`src/design/coe_pkg.sv`:
```
// shared constants for the clock offset estimator
package coe_pkg;

	localparam int DATA_W       = 64;
	localparam int THR_W        = 32;
	localparam int SAMPLES      = 50;
	localparam int MAX_OUT      = 20;
	localparam int NEIGH        = 5;
	localparam int FAR_NEED     = 4;
	localparam int DEPTH        = 64;
	localparam int IDX_W        = 6;
	localparam int NB_W         = 3;
	localparam int LIST_W       = $clog2(MAX_OUT + 1);
	localparam int DIGIT_W      = 16;
	localparam int DIGITS       = DATA_W / DIGIT_W;
	localparam int DCNT_W       = $clog2(DIGITS);
	localparam int CFG_IDX_W    = 2;
	localparam int CFG_DATA_W   = 32;

	localparam logic [THR_W-1:0]     THR_RESET        = 32'd3277;
	localparam logic [CFG_IDX_W-1:0] CFG_THRESHOLD    = 2'd0;
	localparam logic [CFG_IDX_W-1:0] CFG_SINGLE_TOUCH = 2'd1;

endpackage

```
`src/design/coe_serial_sub.sv`:
```
// digit-serial subtractor: x - y, and t minus that difference, one digit per cycle while step is high
module coe_serial_sub (
	input  logic                      clk,
	input  logic                      arst_n,
	input  logic                      load,
	input  logic                      step,
	input  logic [coe_pkg::DATA_W-1:0] x,
	input  logic [coe_pkg::DATA_W-1:0] y,
	input  logic [coe_pkg::DATA_W-1:0] t,
	output logic [coe_pkg::DATA_W-1:0] diff,
	output logic                      borrow,
	output logic                      nonzero,
	output logic                      t_borrow
);
	import coe_pkg::*;

	logic [DATA_W-1:0]  x_q, y_q, t_q, diff_q;
	logic               bor_q, tbor_q, nz_q;
	logic [DIGIT_W:0]   dsub, tsub;

	assign dsub = {1'b0, x_q[DIGIT_W-1:0]} - {1'b0, y_q[DIGIT_W-1:0]}
		- {{DIGIT_W{1'b0}}, bor_q};
	assign tsub = {1'b0, t_q[DIGIT_W-1:0]} - {1'b0, dsub[DIGIT_W-1:0]}
		- {{DIGIT_W{1'b0}}, tbor_q};

	always_ff @(posedge clk or negedge arst_n) begin
		if (!arst_n) begin
			bor_q  <= 1'b0;
			tbor_q <= 1'b0;
			nz_q   <= 1'b0;
		end else if (load) begin
			bor_q  <= 1'b0;
			tbor_q <= 1'b0;
			nz_q   <= 1'b0;
		end else if (step) begin
			bor_q  <= dsub[DIGIT_W];
			tbor_q <= tsub[DIGIT_W];
			nz_q   <= nz_q | (|dsub[DIGIT_W-1:0]);
		end
	end

	// operands shift out lsb digit first, difference fills from the top
	always_ff @(posedge clk) begin
		if (load) begin
			x_q <= x;
			y_q <= y;
			t_q <= t;
		end else if (step) begin
			x_q    <= {{DIGIT_W{1'b0}}, x_q[DATA_W-1:DIGIT_W]};
			y_q    <= {{DIGIT_W{1'b0}}, y_q[DATA_W-1:DIGIT_W]};
			t_q    <= {{DIGIT_W{1'b0}}, t_q[DATA_W-1:DIGIT_W]};
			diff_q <= {dsub[DIGIT_W-1:0], diff_q[DATA_W-1:DIGIT_W]};
		end
	end

	assign diff     = diff_q;
	assign borrow   = bor_q;
	assign nonzero  = nz_q;
	assign t_borrow = tbor_q;

endmodule

```
`config.mk`:
```
export PLATFORM = sky130hd
export DESIGN_NAME = coe_serial_sub
export DESIGN_NICKNAME = d
export VERILOG_FILES = /design/src/design/coe_pkg.sv /design/src/design/coe_serial_sub.sv
export SDC_FILE = /design/constraint.sdc
export NUM_CORES = 1
export LEC_CHECK = 0
export BUFFER_PORTS_ARGS = -buffer_cell sky130_fd_sc_hd__buf_2
export CAP_MARGIN = 15
export CORE_ASPECT_RATIO = 1.5
export CORE_MARGIN = 4
export CORE_UTILIZATION = 25
export CTS_BUF_LIST = sky130_fd_sc_hd__clkbuf_8 sky130_fd_sc_hd__clkbuf_16
export DETAILED_ROUTE_END_ITERATION = 7
export GPL_TIMING_DRIVEN = 1
export PLACE_DENSITY_LB_ADDON = 0.08
export SKIP_LAST_GASP = 1
export SYNTH_ARGS = -nofsm -noshare
export SYNTH_HDL_FRONTEND = slang
export SYNTH_SLANG_ARGS = --single-unit
```
`constraint.sdc`:
```
create_clock -name clk -period 4.5 [get_ports clk]
set_clock_uncertainty 0.05 [all_clocks]
set_input_delay 0.225 -clock clk [delete_from_list [all_inputs] [get_ports clk]]
set_output_delay 0.225 -clock clk [all_outputs]
set_load 0.01 [all_outputs]
```
==> summary.txt <==
STA
  – Slew Viols, Final: 0
  – Worst Tran Pin Value: 1.05 ns
  – Slew HR: 0.298
  – Hold slack: 0.0767 ns
  – Final setup fails: 0
  – Max Freq: 239 MHz
  – RSZ-0062 raised after global routing: no
  – Final Hold Fails: 0
  – Post-route setup TNS: 0 ns
  – Tmin final: between 4 and 5 ns
  – Crit share post-route: 0.931

Logic synthesis
  – Syn Std Cell Area: ~12000 sq um
  – Yosys top cell area share: 0.662
  – Synth area leader: edfxtp_1
  – Syn avg cell area: around 16 sq um
  – Fraction of registers with async set/reset: 0.0116
  – Main synth FF type: edfxtp_1
  – Distinct cells, synth: 42
  – Area contributors post-synth: edfxtp_1, mux2_2, ha_1
  – Post-Syn Nets: 999
  – YS warnings: 0
  – Synth Register Bits: roughly 260
  – Mapped Cells: 742
  – Post-synth EDFFs: 256
  – Register area share after synthesis: 0.668

Floorplan
  – Initial core utilization: 0.253
  – Die Wd: 184 um
  – Site Rows: 96
  – I/O pins: 263
  – Die area: 50100 sq um
  – Placeable Area: 45900 sq um
  – Die height: 272 um

Route
  – Via density: 4.04
  – Routed WL per cell: 16.2 um
  – Via count: roughly 7400
  – WL final: 29600 um
  – Post-detailed-route count of antenna-violating nets: 0
  – Residual DRC: 0
  – DRT iter0 DRCs: slightly above 300
  – Router iterations before antenna repair: 4

Clocking
  – Clock Pin Slew Worst Setup and Hold Paths: 0.07 ns
  – Clock Sinks: 259
  – Worst-Skew Late Latency: 0.56 ns
  – Post-CTS Setup Inserts: 0
  – CTS Root Cell: clkbuf_16
  – CTS tree: built
  – H-tree Lvls: 1
  – Clock buffer count from CTS: 29
  – Clk buf depth: 3

Finish
  – Final Net Count: 1474
  – Area Overhead vs Synth: 42.9%
  – Ratio of cells with drive above 1 in the final layout: 0.381
  – Fillers: 4522

Power
  – Leak Pwr: 6.84 nW
  – Pwr/cell area: 428 nW/um^2
  – Max IR drop VDD: between 200 and 300 uV

Worst setup path
  – Crit Path Category: flip-flop to flip-flop
  – Setup crit start kind: flip-flop
  – Worst setup EP type: flip-flop
  – Worst-path fanout max: 3
  – WP data required: between 4 and 5 ns
  – Arr. time, crit path: approximately 4.6 ns

Global route
  – First-pass GRT wire length: 45400 um
  – Initial antenna violation count: 2
  – Largest net degree at the start of global routing: 154
  – GRT Total Usage: 0.116
  – Global route overflow: 0
  – Number of global-route vias before repair: around 8000

Place
  – I/O Buffers: 262
  – Post-DP HPWL: 20600 um
  – GPL Wtd Cong: ~0.75

Worst hold path
  – Min-Delay Path Class: input pin to flip-flop

Flow run
  – Max_cap viols: 0

Run status
  – Status: finished clean
-- where the power goes --
part / leakage [nW] / switching, mW / internal (mW)
combinational: 3.74 / 0.891 / 0.806
clock: 0.466 / 1.01 / 1.35
sequential: 2.63 / 0.0797 / 2.98
total: 6.84 / 1.98 / 5.13
-- kinds of logic after synthesis --
group           Yosys count  synth area share
compound gates           43            0.0255
xor+xnor                 13           0.00980
fa+ha+maj                61            0.0670
buf+inv                 115            0.0372
flops                   259             0.668
mux                     144             0.140
simple gates            107            0.0529
-- registers in the layout (all words and copies together), names as in the netlist --
name	flops
diff	64
t_q	64
x_q	64
y_q	64
borrow	1
nonzero	1
t_borrow	1
-- path summary, 6_finish.rpt --
check	startpoint	endpoint	slack, ns	cells past startpoint
max	borrow	t_borrow	0.31	19
min	load	t_borrow	0.08	2
max reg2reg	borrow	t_borrow	0.31	19
min reg2reg	diff[30]	diff[14]	0.39	0
max in group asynchronous	arst_n	borrow	3.62	3
min in group asynchronous	arst_n	nonzero	0.57	3
-- stage by stage --
| stage | worst slack, ns | power [mW] | cells | cell area, sq um | util |
|---|---|---|---|---|---|
| floorplan | 0.122 | 4.08 | 742 | 11600 | - |
| global placement | 0.0873 | 4.64 | 1579 | 13700 | 0.298 |
| detailed placement | 0.0303 | 4.64 | 1579 | 13700 | 0.298 |
| CTS | 0.0377 | 7.20 | 1827 | 16600 | 0.361 |
| global route | 0.0230 | 7.59 | 1829 | 16600 | 0.362 |
| finish | 0.313 | 7.10 | 1829 | 16600 | 0.362 |
-- layout make-up --
| type | count | area, sq um | share of cell area |
|---|---|---|---|
| clock inverter | 24 | 203 | 0.0122 |
| clock buffer | 29 | 726 | 0.0437 |
| timing repair buffer | 467 | 3360 | 0.202 |
| inverter | 92 | 349 | 0.0210 |
| multi-input combinational | 368 | 3470 | 0.209 |
| tap | 588 | 736 | 0.0443 |
| antenna | 2 | 5.00 | 0.000301 |
| sequential | 259 | 7760 | 0.467 |
-- critical path, cell delays in order (launching register included) --
cell	delay, ns
dfrtp_1	0.34
inv_1	0.06
fa_1	0.47
ha_1	0.20
and2b_1	0.22
a21oi_1	0.10
o41ai_2	0.33
o221ai_1	0.26
a211o_1	0.32
xor2_1	0.27
ha_1	0.29
inv_1	0.06
ha_1	0.24
a21o_1	0.20
a21oi_2	0.15
nand2_1	0.06
o21ai_0	0.07
a31oi_1	0.07
xor2_1	0.16
a211oi_2	0.21
-- cells in the mapped netlist, types with 6 or more instances --
cell      number
and2_1        50
inv_1         92
nor2_1        15
xnor2_1        7
o21ai_0        7
a21oi_1       10
edfxtp_1     256
nand2_1       11
xor2_1         6
nand3_1        6
mux2_2       144
clkbuf_1      23
ha_1          59
-- routing by layer --
| metal | wire length, um | vias up | GRT usage |
|---|---|---|---|
| met5 | 0 | - | 0 |
| met4 | 595 | 0 | 0.0325 |
| met3 | 1540 | 37 | 0.0227 |
| met2 | 16200 | 186 | 0.218 |
| met1 | 11300 | 3487 | 0.133 |
| li1 | - | 3672 | - |
-- placed cells by master (no fill, tap or decap), drive strengths merged, types with 2 or more instances in the layout --
cell	count
nor4b	3
o21a	3
xor2	6
clkinvlp	4
dfrtp	3
nor2	15
nor3	5
inv	96
and3	3
fa	2
or3	2
a211oi	3
nand3	6
mux2	144
ha	59
a31oi	5
o21ai	7
nor4	4
bufinv	3
edfxtp	256
nand3b	2
diode	2
xnor2	7
buf	272
nand2	11
and2	50
a21oi	11
clkbuf	29
dlygate4sd3	195
clkinv	13
nor2b	2
a21o	4
-- timing repair --
action / 4_1_cts / 5_1_grt
resized for setup: 0 / 9
setup endpoints to repair: 0 / 1
hold buffers: 195 / 0
endpoints found under the hold margin: 197 / 0
Power figures use the tool's default switching activity.
